--- src/hdl/gbsp_pkg.sv ---
// Shared types, constants and move tables for the grid path search unit.
package gbsp_pkg;

    localparam int COORD_W    = 7;
    localparam int STEPS_W    = 12;
    localparam int CFG_ADDR_W = 3;
    localparam int CFG_DATA_W = 7;
    localparam logic [STEPS_W-1:0] STEPS_MAX = 12'd4095;

    typedef logic [2:0] t_dir;

    typedef enum logic [CFG_ADDR_W-1:0] {
        REG_GRID_COLS = 3'd0,
        REG_GRID_ROWS = 3'd1,
        REG_START_COL = 3'd2,
        REG_START_ROW = 3'd3,
        REG_GOAL_COL  = 3'd4,
        REG_GOAL_ROW  = 3'd5
    } t_cfg_reg;

    typedef struct packed {
        logic clr_blk_we;
        logic clr_vis_we;
        logic sweep_inc;
        logic sweep_rst;
        logic load_we;
        logic nb_latch;
        logic sel_start;
        t_dir k;
        logic open_store;
        logic q_reset;
        logic seed;
        logic pop;
        logic push;
        logic res_load;
        logic res_found;
    } t_cmd;

    typedef struct packed {
        logic sweep_done;
        logic cfg_ok;
        logic at_goal;
        logic q_empty;
        logic pass;
        logic visited;
        logic out_full;
    } t_sts;

    function automatic logic [COORD_W:0] move_dx(input t_dir k);
        logic [COORD_W:0] d;
        case (k)
            3'd1, 3'd2, 3'd3: d = 8'd1;
            3'd5, 3'd6, 3'd7: d = 8'hFF;
            default:          d = 8'd0;
        endcase
        return d;
    endfunction

    function automatic logic [COORD_W:0] move_dy(input t_dir k);
        logic [COORD_W:0] d;
        case (k)
            3'd0, 3'd1, 3'd7: d = 8'd1;
            3'd3, 3'd4, 3'd5: d = 8'hFF;
            default:          d = 8'd0;
        endcase
        return d;
    endfunction

endpackage

--- src/hdl/gbsp_ctrl.sv ---
// Controller: sequences map load, clearing sweeps and the breadth-first search.
module gbsp_ctrl (
    input  logic           i_clk,
    input  logic           i_rst_n,
    input  logic           i_in_valid,
    input  logic           i_in_last,
    input  gbsp_pkg::t_sts i_sts,
    output logic           o_in_ready,
    output gbsp_pkg::t_cmd o_cmd
);
    import gbsp_pkg::*;

    typedef enum logic [3:0] {
        S_CLRB, S_LOAD, S_CHECK, S_CLRV, S_SEEDA, S_SEEDW, S_POP, S_POPW,
        S_BA, S_BR, S_BS, S_EA, S_ER, S_EC, S_RES
    } t_state;

    t_state r_state;
    t_dir   r_k;
    logic   r_found;

    always_comb begin
        o_cmd           = '0;
        o_cmd.k         = r_k;
        o_cmd.res_found = r_found;
        case (r_state)
            S_CLRB: begin
                o_cmd.clr_blk_we = 1'b1;
                o_cmd.sweep_inc  = 1'b1;
            end
            S_LOAD:  o_cmd.load_we = i_in_valid;
            S_CHECK: o_cmd.sweep_rst = 1'b1;
            S_CLRV: begin
                o_cmd.clr_vis_we = 1'b1;
                o_cmd.sweep_inc  = 1'b1;
            end
            S_SEEDA: begin
                o_cmd.nb_latch  = 1'b1;
                o_cmd.sel_start = 1'b1;
                o_cmd.q_reset   = 1'b1;
            end
            S_SEEDW: o_cmd.seed = 1'b1;
            S_POP:   o_cmd.pop = !i_sts.q_empty;
            S_BA:    o_cmd.nb_latch = 1'b1;
            S_BS:    o_cmd.open_store = 1'b1;
            S_EA:    o_cmd.nb_latch = 1'b1;
            S_EC:    o_cmd.push = !i_sts.visited;
            S_RES:   o_cmd.res_load = !i_sts.out_full;
            default: ;
        endcase
    end

    assign o_in_ready = (r_state == S_LOAD);

    always_ff @(posedge i_clk) begin
        if (!i_rst_n) begin
            r_state <= S_CLRB;
            r_k     <= '0;
            r_found <= 1'b0;
        end else begin
            case (r_state)
                S_CLRB: if (i_sts.sweep_done) r_state <= S_LOAD;
                S_LOAD: if (i_in_valid && i_in_last) r_state <= S_CHECK;
                S_CHECK: begin
                    if (i_sts.cfg_ok) begin
                        r_state <= S_CLRV;
                    end else begin
                        r_found <= 1'b0;
                        r_state <= S_RES;
                    end
                end
                S_CLRV:  if (i_sts.sweep_done) r_state <= S_SEEDA;
                S_SEEDA: r_state <= S_SEEDW;
                S_SEEDW: r_state <= S_POP;
                S_POP: begin
                    if (i_sts.q_empty) begin
                        r_found <= 1'b0;
                        r_state <= S_RES;
                    end else begin
                        r_state <= S_POPW;
                    end
                end
                S_POPW: begin
                    if (i_sts.at_goal) begin
                        r_found <= 1'b1;
                        r_state <= S_RES;
                    end else begin
                        r_k     <= '0;
                        r_state <= S_BA;
                    end
                end
                S_BA: r_state <= S_BR;
                S_BR: r_state <= S_BS;
                S_BS: begin
                    r_k     <= r_k + 3'd1;
                    r_state <= (r_k == 3'd7) ? S_EA : S_BA;
                end
                S_EA: begin
                    if (i_sts.pass) begin
                        r_state <= S_ER;
                    end else begin
                        r_k     <= r_k + 3'd1;
                        r_state <= (r_k == 3'd7) ? S_POP : S_EA;
                    end
                end
                S_ER: r_state <= S_EC;
                S_EC: begin
                    r_k     <= r_k + 3'd1;
                    r_state <= (r_k == 3'd7) ? S_POP : S_EA;
                end
                S_RES: if (!i_sts.out_full) r_state <= S_LOAD;
                default: r_state <= S_LOAD;
            endcase
        end
    end

endmodule

--- config.mk ---
export PLATFORM = sky130hd
export DESIGN_NAME = gbsp_ctrl
export DESIGN_NICKNAME = d
export VERILOG_FILES = /design/src/hdl/gbsp_pkg.sv /design/src/hdl/gbsp_ctrl.sv
export SDC_FILE = /design/constraint.sdc
export NUM_CORES = 1
export LEC_CHECK = 0
export BUFFER_PORTS_ARGS = -buffer_cell sky130_fd_sc_hd__buf_4
export CAP_MARGIN = 30
export CORE_MARGIN = 5
export CORE_UTILIZATION = 40
export CTS_CLUSTER_DIAMETER = 50
export DETAILED_ROUTE_END_ITERATION = 10
export PLACE_DENSITY = 0.73
export SYNTH_ARGS = -nofsm -noshare
export SYNTH_HDL_FRONTEND = slang
export SYNTH_SLANG_ARGS = --single-unit
--- constraint.sdc ---
create_clock -name i_clk -period 2.9 [get_ports i_clk]
set_clock_uncertainty 0.15 [all_clocks]
set_input_delay 0.58 -clock i_clk [delete_from_list [all_inputs] [get_ports i_clk]]
set_output_delay 0.58 -clock i_clk [all_outputs]
set_load 0.02 [all_outputs]
==> summary.txt, run 1 <==
Status
  – Status: complete, no violations

Detailed routing
  – Routed WL: 2190 um
  – Vias per inst: around 5.5
  – Detailed router's first-iteration violation count: 9
  – DR pass1 iterations: 5
  – Drc violations: 0
  – Final antenna-violating net count: 0
  – Routed wire per std cell: 13.1 um
  – Via Count: 923

Yosys
  – Syn Std Cell Area: 821 um^2
  – Adder-Cell Fraction of Synth Area: around 4.6%
  – Synthesized flop and latch total: 8
  – Seq/Total Area, Yosys: approximately a fifth
  – Post-synth cell types: 39
  – Largest family of logic cells by synthesized area: simple AND/OR/NAND/NOR gates
  – Share of flip-flops with an asynchronous set or reset: 0%
  – Post-synth EDFFs: 0
  – Top post-synthesis cells by area: dfxtp_1, buf_2, a21oi_1
  – Post-synthesis mux area share: 2.59%
  – Synth warnings: 0
  – Compound-Gate Fraction of Synth Area: 29.7%
  – Top-count cell post-synth: nor2_1
  – Syn Area/Cell: ~7 um^2
  – Area share of the largest cell type after synthesis: 19.5%
  – Cells after Synth: between 100 and 150
  – Post-synth top area cell: dfxtp_1
  – Simple-gate area share of the yosys netlist: 31.4%
  – Top FF cell, synth: dfxtp_1
  – Synth top cells by count: nor2_1, buf_2, a21oi_1, nand2_1, dfxtp_1
  – Post-Syn Nets: between 100 and 150
  – Xor/xnor cell area share of the yosys netlist: between 1 and 1.5%

Die
  – Die Ht: roughly 55 um
  – Starting Density: a little over two fifths
  – I/O pin total: 29
  – FP Rows: 16
  – Die area: a little over 0.003 mm^2
  – CORE AREA: 0.00196 mm^2
  – Die W: 55.3 um

Global routing
  – GRT Overall Usage: 14.3%
  – GR Overflow Total: 0
  – Largest net degree at the start of global routing: 29
  – Antenna violations before repair: 0
  – First-pass GRT wire length: 3640 um
  – Vias in the first global route: 824

Worst setup path
  – Worst reg-to-reg path cell count: 4
  – CP max FO: 28
  – Setup crit end kind: output port
  – FF-to-FF Start: r_state[1]
  – Critical Path AT: 1750 ps
  – CP Data Required Time: 2170 ps
  – CP Class: register to output port
  – Flop2flop setup slack: about 800 ps
  – Crit path launch type: register
  – Worst reg2reg path endpoint: r_state[1]

Clock tree
  – CTS clock-pin slew for the worst setup and hold paths: 50 ps
  – Clock Latency Late Sink: between 200 and 250 ps
  – CTS Hold Bufs: 0
  – CTS tree: yes
  – Post_cts resized: 0
  – Clock Path Buffers: 2
  – # Post-CTS Setup Buffers: 0
  – TritonCTS Sinks: 8
  – Root Driver: clkbuf_4
  – H-tree levels: 1
  – CTS Buf Count: 3

Run
  – Max-cap violations: 0

Hold path
  – WHS Path Cells: 2
  – HP Class: register to register
  – Hold wc startpoint: r_k[1]
  – Hold Path Sink: r_k[1]

Timing
  – Pins Over Slew Limit: 0
  – Fmax: 403 MHz
  – Period utilisation layout: a little under nine tenths
  – RSZ-0062 raised after global routing: false
  – Final Setup Violations: 0
  – Fin. Hold Viols: 0
  – Setup TNS: 0 ps
  – Actual slew at the worst max-slew pin: around 820 ps
  – Fin crit period: 2480 ps
  – Hold_ws: 349 ps
  – Slew headroom: 45.1%

Finish
  – Antenna diode instance count: 0
  – Final instance area: about 0.001 mm^2
  – Synth-to-layout area growth: 25.5%
  – Fin nets: 156
  – Layout cell share with drive strength beyond 1: 25.0%
  – Fin cells: 167

Placement
  – Placed inst area: 0.00101 mm^2
  – Routability congestion estimate: 0.913
  – Detailed-placement wirelength estimate: 1710 um
  – Input/output buffers: 28
  – Placed insts: 164

Power
  – Pwr dens: 252 mW/mm^2
  – P_leak: 0.438 nW
  – Max VDD drop: 0.000323 V
-- routing by layer --
metal | track usage [%] | share of wire, % | up-vias
li1 | - | - | 471
met1 | 17.4 | 44 | 428
met2 | 24.3 | 51 | 22
met3 | 5.36 | 4.7 | 2
met4 | 2.43 | 1.1 | 0
met5 | 0 | 0 | -
-- cells by family (layout without fill, tap and decap cells) --
kind of cell / after synthesis / after routing
AOI/OAI and AO/OA: 36 / 36
xor gates and xnor gates: 1 / 1
adders and majority gates: 3 / 3
buffers and inverters: 19 / 39
DFF: 8 / 8
muxes: 2 / 2
and+or+nand+nor: 51 / 51
-- state kept, by name (all words and copies together) (netlist names) --
| signal | count |
|---|---|
| r_found | 1 |
| r_k | 3 |
| r_state | 4 |
-- cells in the final DEF, fill, tap and decap left out, drive strengths merged, types with 2 or more instances in the layout --
cell	synthesis	routed
or2	3	3
o21ai	5	5
dfxtp	8	8
a31oi	2	2
nand3	7	7
nand2	9	9
nor3	7	7
nor2b	3	3
a21oi	9	9
and3	2	2
o211ai	5	5
nor2	11	11
o22ai	3	3
ha	3	3
nand2b	4	4
inv	7	7
clkbuf	0	3
buf	12	29
-- worst max path at each step --
stage / startpoint / endpoint / slack, ps / cells past startpoint
after detailed placement: r_state[2] / o_cmd[2] / 690 / 3
final: r_state[2] / o_cmd[2] / 420 / 3
after CTS: r_state[2] / o_cmd[2] / 410 / 3
after global routing: r_state[2] / o_cmd[2] / 240 / 3
after global placement: r_state[2] / o_cmd[2] / 740 / 3
after floorplan: r_state[0] / o_cmd[12] / 530 / 5
-- report_power, final --
group	leakage [nW]	switching [W]	internal, W	total [W]
combinational	0.360	0.0000339	0.0000290	0.0000629
sequential	0.0647	0.00000568	0.000112	0.000117
clock	0.0138	0.0000327	0.0000470	0.0000797
total	0.438	0.0000723	0.000188	0.000260
-- metrics by stage --
| step | setup WS (ps) | util (%) | power [W] |
|---|---|---|---|
| floorplan | 534 | - | 0.000155 |
| global placement | 741 | 51.3 | 0.000181 |
| detailed placement | 688 | 51.3 | 0.000182 |
| CTS | 412 | 52.5 | 0.000264 |
| global route | 243 | 52.5 | 0.000279 |
| finish | 416 | 52.5 | 0.000260 |
-- worst max-delay path: stages (launching register included) --
cell	delay [ps]
dfxtp_1	850
nand2b_1	260
nor3_1	230
buf_4	170
-- layout make-up --
class                      instances  area, um^2
clock buffer                       3        22.5
inverter                           7        26.3
multi-input combinational         93         569
timing repair buffer              29         218
tap                               27        33.8
fill                             217         932
sequential                         8         160
Note: power is estimated with default switching activity, not from simulation.
==> inputs of run 2 (changes only) <==
--- a/config.mk
+++ b/config.mk
@@ -5,13 +5,14 @@
 export SDC_FILE = /design/constraint.sdc
 export NUM_CORES = 1
 export LEC_CHECK = 0
+export ABC_AREA = 1
 export BUFFER_PORTS_ARGS = -buffer_cell sky130_fd_sc_hd__buf_4
 export CAP_MARGIN = 30
 export CORE_MARGIN = 5
 export CORE_UTILIZATION = 40
 export CTS_CLUSTER_DIAMETER = 50
 export DETAILED_ROUTE_END_ITERATION = 10
-export PLACE_DENSITY = 0.73
+export PLACE_DENSITY = 0.74
 export SYNTH_ARGS = -nofsm -noshare
 export SYNTH_HDL_FRONTEND = slang
 export SYNTH_SLANG_ARGS = --single-unit
==> run 2 against run 1 <==
  * Worst hold slack lost 48 ps
  * Synthesized cell count grew 19%
  * Core utilization grew 1.5 points
  * Routed wire length shrank 1.2%
  * Global-route usage grew 1.6 points
  * Critical path depth grew 4
  * Maximum frequency grew 18%
  * Largest power group is now combinational logic
  * Highest routed layer unchanged
  * Combinational power grew to 7.9 times the previous value
  * Die area shrank 3.4%
  * Sequential power grew 44%
==> summary.txt, run 2 <==
Status
  – Status: complete, no violations

Timing
  – Setup TNS: 0 ps (unchanged)
  – Setup ws final: 797 ps (+381 ps)
  – Fmax: 475 MHz (+18%)
  – Fin crit period: 2100 ps (-381 ps)
  – Final Setup Violations: 0 (unchanged)
  – Period utilisation layout: 72.5% (-13 points)
  – RSZ-0062 raised after global routing: false
  – Pins Over Slew Limit: 0 (unchanged)
  – Fin. Hold Viols: 0 (unchanged)
  – Actual slew at the worst max-slew pin: 326 ps (-495 ps)
  – Slew headroom: 78.2% (+33 points)

Global routing
  – GRT Overall Usage: 15.9% (+1.6 points)
  – First-pass GRT wire length: 3490 um (-4.0%)
  – Antenna violations before repair: 0 (unchanged)
  – GR Overflow Total: 0 (unchanged)
  – Met2 usage: 30.1% (+5.8 points)
  – Global routing's busiest layer: met2
  – Met3 usage: 1.63% (-3.7 points)
  – Vias in the first global route: 869 (+5.5%)
  – Grt met1 use: 18.5% (+1.1 points)
  – Largest net degree at the start of global routing: 9 (-69%)

Yosys
  – Synth top cells by count: nand2_1, nor2_1, inv_1, nand3_1, dfxtp_1
  – Post-synth cell types: 20 (-49%)
  – Top FF cell, synth: dfxtp_1
  – Post-synth EDFFs: 0 (unchanged)
  – Share of flip-flops with an asynchronous set or reset: 0% (unchanged)
  – Area share of the largest cell type after synthesis: 21.5% (+2.0 points)
  – Syn Std Cell Area: 787 um^2 (-4.1%)
  – Seq/Total Area, Yosys: 20.3% (+0.84 points)
  – Cells after Synth: 143 (+19%)
  – Post-Syn Nets: 157 (+17%)
  – Post-synth top area cell: nand2_1
  – Top post-synthesis cells by area: nand2_1, dfxtp_1, nor2_1
  – Synth warnings: 0 (unchanged)
  – Synthesized flop and latch total: 8 (unchanged)
  – Syn Area/Cell: 5.50 um^2 (-20%)
  – Top-count cell post-synth: nand2_1

Die
  – Die area: 0.00295 mm^2 (-3.4%)
  – Die Ht: 54.4 um (-1.7%)
  – I/O pin total: 29 (unchanged)
  – FP Rows: 16 (unchanged)
  – Die W: 54.4 um (-1.7%)
  – CORE AREA: 0.00192 mm^2 (-2.0%)
  – Starting Density: 41.0% (-0.89 points)

Finish
  – Synth-to-layout area growth: 32.0%
  – Fin cells: 199 (+19%)
  – Layout cell share with drive strength beyond 1: 26.2% (+1.2 points)
  – Regs by FF count: r_state: 4 flops, r_k: 3 flops, r_found: 1 flops
  – Largest register FFs: 4 (unchanged)
  – Seq. cell area: 160 um^2 (unchanged)
  – Filler cell count: 227 (+4.6%)
  – Fin nets: 188 (+21%)
  – Largest Register: r_state
  – Multi-input logic area: 529 um^2 (-7.0%)
  – Most common cell after layout, fill and taps aside: nand2_1
  – Commonest non-fill, non-tap cells in the layout: nand2_1, buf_4, nor2_1
  – Antenna diode instance count: 0 (unchanged)

Detailed routing
  – Via Count: 973 (+5.4%)
  – DR pass1 iterations: 4 (-1)
  – Detailed router's first-iteration violation count: 22 (+13)
  – Routed WL: 2160 um (-1.2%)
  – Final antenna-violating net count: 0 (unchanged)
  – Vias per inst: 4.89 (-12%)
  – Routed wire per std cell: 10.9 um (-17%)
  – Drc violations: 0 (unchanged)

Power
  – Internal: 0.000360 W (+92%)
  – Overall power: 0.000748 W (+190%)
  – Switch share: 51.9% (+24 points)
  – Switching power total: 0.000389 W (+440%)
  – P_leak: 0.579 nW (+32%)
  – Clk network pwr share: 10.8% (-20 points)
  – Pwr dens: 721 mW/mm^2 (+190%)
  – Max VDD drop: 0.000397 V (+23%)
  – Seq pwr share: 22.5% (-23 points)
  – Comb power frac: 66.7% (+43 points)

Worst setup path
  – CP Data Required Time: 2170 ps (about the same)
  – CP Class: register to output port
  – Worst path slowest cell: dfxtp_1
  – Setup crit end kind: output port
  – Crit path launch type: register
  – CP peak stage delay: 460 ps (-390 ps)
  – Critical Path AT: 1370 ps (-380 ps)
  – CP max FO: 6 (-79%)
  – CP cell instances: inv_2 -> nor2_4 -> nand2_1 -> inv_1 -> nand2_1 -> inv_1 -> buf_4

Clock tree
  – # Post-CTS Setup Buffers: 0 (unchanged)
  – CTS Buf Count: 3 (unchanged)
  – H-tree levels: 1 (unchanged)
  – CTS tree: yes
  – CTS clock-pin slew for the worst setup and hold paths: 50 ps (about the same)
  – CTS Hold Bufs: 0 (unchanged)
  – Clock Latency Late Sink: 240 ps (about the same)
  – Post_cts resized: 0 (unchanged)
  – TritonCTS Sinks: 8 (unchanged)
  – Clock Path Buffers: 2 (unchanged)
  – Root Driver: clkbuf_4

Placement
  – Input/output buffers: 28 (unchanged)
  – Setup WS pre-CTS: 1060 ps (+373 ps)
  – Detailed-placement wirelength estimate: 1900 um (+11%)
  – Routability congestion estimate: 0.911 (-0.22%)
  – Placed insts: 196 (+20%)

Hold path
  – HP Class: register to register

Run
  – Max-cap violations: 0 (unchanged)
run 2: power groups by stage:
stage	combinational [W]	clock [W]	sequential [W]
detailed placement	0.000501	0	0.000169
floorplan	0.000336	0	0.000166
global route	0.000560	0.0000918	0.000173
global placement	0.000497	0	0.000168
finish	0.000499	0.0000806	0.000168
CTS	0.000502	0.0000856	0.000167
run 2: final timing paths:
check	from	endpoint	slack, ps	depth (start not counted)
worst min register to register	r_found	r_found	300	2
worst min-delay path	r_found	r_found	300	2
worst max-delay path	r_state[2]	o_cmd[3]	800	7
worst max register to register	r_state[3]	r_k[1]	1250	7
run 2: final cells by class:
cell class / count / area share [%]
clock buffer: 3 / 2.17
inverter: 22 / 7.95
multi-input combinational: 111 / 51.0
sequential: 8 / 15.4
tap: 27 / 3.25
timing repair buffer: 28 / 20.2
run 2: stage by stage:
step | hold WS (ps) | utilization (%) | cell area [um^2]
final | 301 | 54.0 | 1040
after CTS | 311 | 54.0 | 1040
after detailed placement | 302 | 52.9 | 1020
after global placement | 290 | 52.9 | 1020
after global routing | 325 | 54.0 | 1040
after floorplan | 277 | - | 787
run 2: per-layer routing:
metal	routed length (um)	up-vias
met5	0	-
met4	5	0
met3	146	2
met2	1110	32
met1	904	437
li1	-	502
run 2: worst max-delay path, delay by kind of cell (launching register included):
family / cells / cell delay [ps]
buffers and inverters: 4 / 370
flip-flops: 1 / 460
AND/OR/NAND/NOR: 3 / 300
run 2: cells by family after synthesis:
logic type	after synthesis	synth area share (%)
DFF	8	20.3
adders and majority gates	3	4.77
AOI/OAI and AO/OA	14	10.2
buffers and inverters	24	12.4
and+or+nand+nor	94	52.3
==> inputs of run 3 (changes only) <==
==> constraint.sdc (replaced) <==
create_clock -name i_clk -period 2.1 [get_ports i_clk]
set_clock_uncertainty 0.15 [all_clocks]
set_input_delay 0.42 -clock i_clk [delete_from_list [all_inputs] [get_ports i_clk]]
set_output_delay 0.42 -clock i_clk [all_outputs]
set_load 0.02 [all_outputs]
==> run 3 against run 2 <==
  * Register-to-register slack got worse by 730 ps
  * Critical path depth unchanged
  * Die area stayed put
  * Final area unchanged
  * Sequential power grew 38%
  * Worst setup slack worse by 660 ps
  * Combinational power grew 39%
  * Highest routed layer unchanged
==> summary.txt, run 3 (synthesis results as in run 2) <==
Placement
  – Detailed-placement wirelength estimate: 1860 um (-1.7%)
  – Routability congestion estimate: 0.902 (-0.99%)
  – Input/output buffers: 28 (unchanged)
  – Placed inst area: 0.00102 mm^2 (unchanged)

Global routing
  – GR Overflow Total: 0 (unchanged)
  – First-pass GRT wire length: 3470 um (-0.60%)
  – GRT Overall Usage: 16.2% (+0.30 points)
  – Vias in the first global route: 839 (-3.5%)
  – Antenna violations before repair: 0 (unchanged)
  – Largest net degree at the start of global routing: 9 (unchanged)

Timing
  – Period utilisation layout: 93.6%
  – Setup TNS: 0 ps (unchanged)
  – Pins Over Slew Limit: 0 (unchanged)
  – Slew headroom: 80.1% (+1.9 points)
  – Final Setup Violations: 0 (unchanged)
  – Actual slew at the worst max-slew pin: 298 ps (-28.5 ps)
  – RSZ-0062 raised after global routing: false
  – Fmax: 509 MHz
  – Fin. Hold Viols: 0 (unchanged)
  – Fin crit period: 1970 ps

Power
  – Max VDD drop: 0.000635 V (+60%)
  – Pwr dens: 1000 mW/mm^2 (+39%)
  – P_leak: 0.579 nW (unchanged)

Hold path
  – HP Class: input pin to register
  – Hold Path Sink: r_state[3]
  – WHS Path Cells: 3 (+1)
  – Hold wc startpoint: i_rst_n

Worst setup path
  – CP peak stage delay: 470 ps (about the same)
  – CP cell instances: inv_2 -> nor2_4 -> nand2_1 -> inv_1 -> nand2_1 -> inv_1 -> buf_4
  – CP Class: register to output port
  – Crit path launch type: register
  – Setup crit end kind: output port
  – Flop2flop setup slack: 520 ps (-730 ps)
  – Critical Path AT: 1400 ps (+30 ps)
  – FF-to-FF Start: r_state[3]
  – Worst reg2reg path endpoint: r_k[1]
  – CP Data Required Time: 1530 ps (-640 ps)
  – Worst reg-to-reg path cell count: 7 (unchanged)
  – CP max FO: 6 (unchanged)
  – Worst path slowest cell: dfxtp_1

Detailed routing
  – Vias per inst: 4.72 (-3.5%)
  – Routed wire per std cell: 10.9 um (+0.74%)
  – Via Count: 939 (-3.5%)
  – Detailed router's first-iteration violation count: 21 (-4.5%)
  – Final antenna-violating net count: 0 (unchanged)
  – Routed WL: 2180 um (+0.74%)
  – DR pass1 iterations: 4 (unchanged)
  – Drc violations: 0 (unchanged)

Clock tree
  – CTS tree: yes
  – Clock Path Buffers: 2 (unchanged)
  – Clock Latency Late Sink: 250 ps (about the same)
  – CTS Hold Bufs: 0 (unchanged)
  – CTS clock-pin slew for the worst setup and hold paths: 60 ps (about the same)
  – # Post-CTS Setup Buffers: 0 (unchanged)
  – CTS Buf Count: 3 (unchanged)
  – Post_cts resized: 0 (unchanged)
  – Root Driver: clkbuf_4
  – TritonCTS Sinks: 8 (unchanged)
  – H-tree levels: 1 (unchanged)

Finish
  – Multi-input logic area: 529 um^2 (unchanged)
  – Synth-to-layout area growth: 32.0% (unchanged)
  – Finished Core Util: 54.0% (unchanged)
  – Layout cell share with drive strength beyond 1: 26.2% (unchanged)
  – Seq. cell area: 160 um^2 (unchanged)
  – Antenna diode instance count: 0 (unchanged)
  – Regs by FF count: r_state: 4 flops, r_k: 3 flops, r_found: 1 flops
  – Filler cell count: 212 (-6.6%)
  – Commonest non-fill, non-tap cells in the layout: nand2_1, buf_4, nor2_1
  – Largest Register: r_state
  – Final instance area: 0.00104 mm^2 (unchanged)
  – Fin nets: 188 (unchanged)
  – Largest register FFs: 4 (unchanged)
  – Most common cell after layout, fill and taps aside: nand2_1

Die
  – Die Ht: 54.4 um (unchanged)
  – Starting Density: 41.0% (unchanged)
  – Die area: 0.00295 mm^2 (unchanged)
  – Die W: 54.4 um (unchanged)
  – FP Rows: 16 (unchanged)
  – CORE AREA: 0.00192 mm^2 (unchanged)
  – I/O pin total: 29 (unchanged)

Status
  – Status: complete, no violations

Run
  – Max-cap violations: 0 (unchanged)
-- run 3: cell counts in the layout (fill, tap and decap cells not counted) --
Identical to the previous run, type by type.
-- run 3: critical path, delay by kind of cell, from the launching register on --
family                 cells  cell delay [ps]
DFF                        1              470
and+or+nand+nor            3              310
buffers and inverters      4              370
-- run 3: cell type report --
class                   count  area share [%]
clock buffers               3            2.17
inverters                  22            7.95
multi-input cells         111            51.0
flip-flops and latches      8            15.4
well taps                  27            3.25
repair buffers             28            20.2
-- run 3: stage by stage --
step                std cells  worst slack (ps)  power, W  hold slack (ps)
global route              199              20.4   0.00115              252
global placement          196               469  0.000932              288
CTS                       199               145   0.00106              239
detailed placement        196               430  0.000933              291
floorplan                 143               386  0.000693              277
finish                    199               134   0.00104              243
-- run 3: how the worst max path moves through the flow --
| stage | endpoint | startpoint | slack, ps | depth (start not counted) |
|---|---|---|---|---|
| 2_1_floorplan | o_cmd[10] | r_state[3] | 390 | 4 |
| 3_3_place_gp | o_cmd[3] | r_state[2] | 470 | 7 |
| 3_5_place_dp | o_cmd[3] | r_state[2] | 430 | 7 |
| 4_1_cts | o_cmd[3] | r_state[2] | 140 | 7 |
| 5_1_grt | o_cmd[3] | r_state[1] | 20 | 7 |
| 6_report | o_cmd[3] | r_state[2] | 130 | 7 |
-- run 3: layer usage --
metal / routed length, um / vias up / share of wire, % / GRT usage (%)
met5: 0 / - / 0 / 0
met4: 8 / 0 / 0.37 / 6.22
met3: 188 / 2 / 8.6 / 3.27
met2: 1050 / 34 / 48 / 28.5
met1: 928 / 403 / 43 / 19.2
li1: - / 500 / - / -
-- run 3: power breakdown --
group | switching [W] | leakage [nW] | internal, W | total (W)
registers | 0.0000479 | 0.0650 | 0.000183 | 0.000231
logic | 0.000447 | 0.500 | 0.000248 | 0.000695
clock network | 0.0000508 | 0.0138 | 0.0000653 | 0.000116
total | 0.000546 | 0.579 | 0.000497 | 0.00104
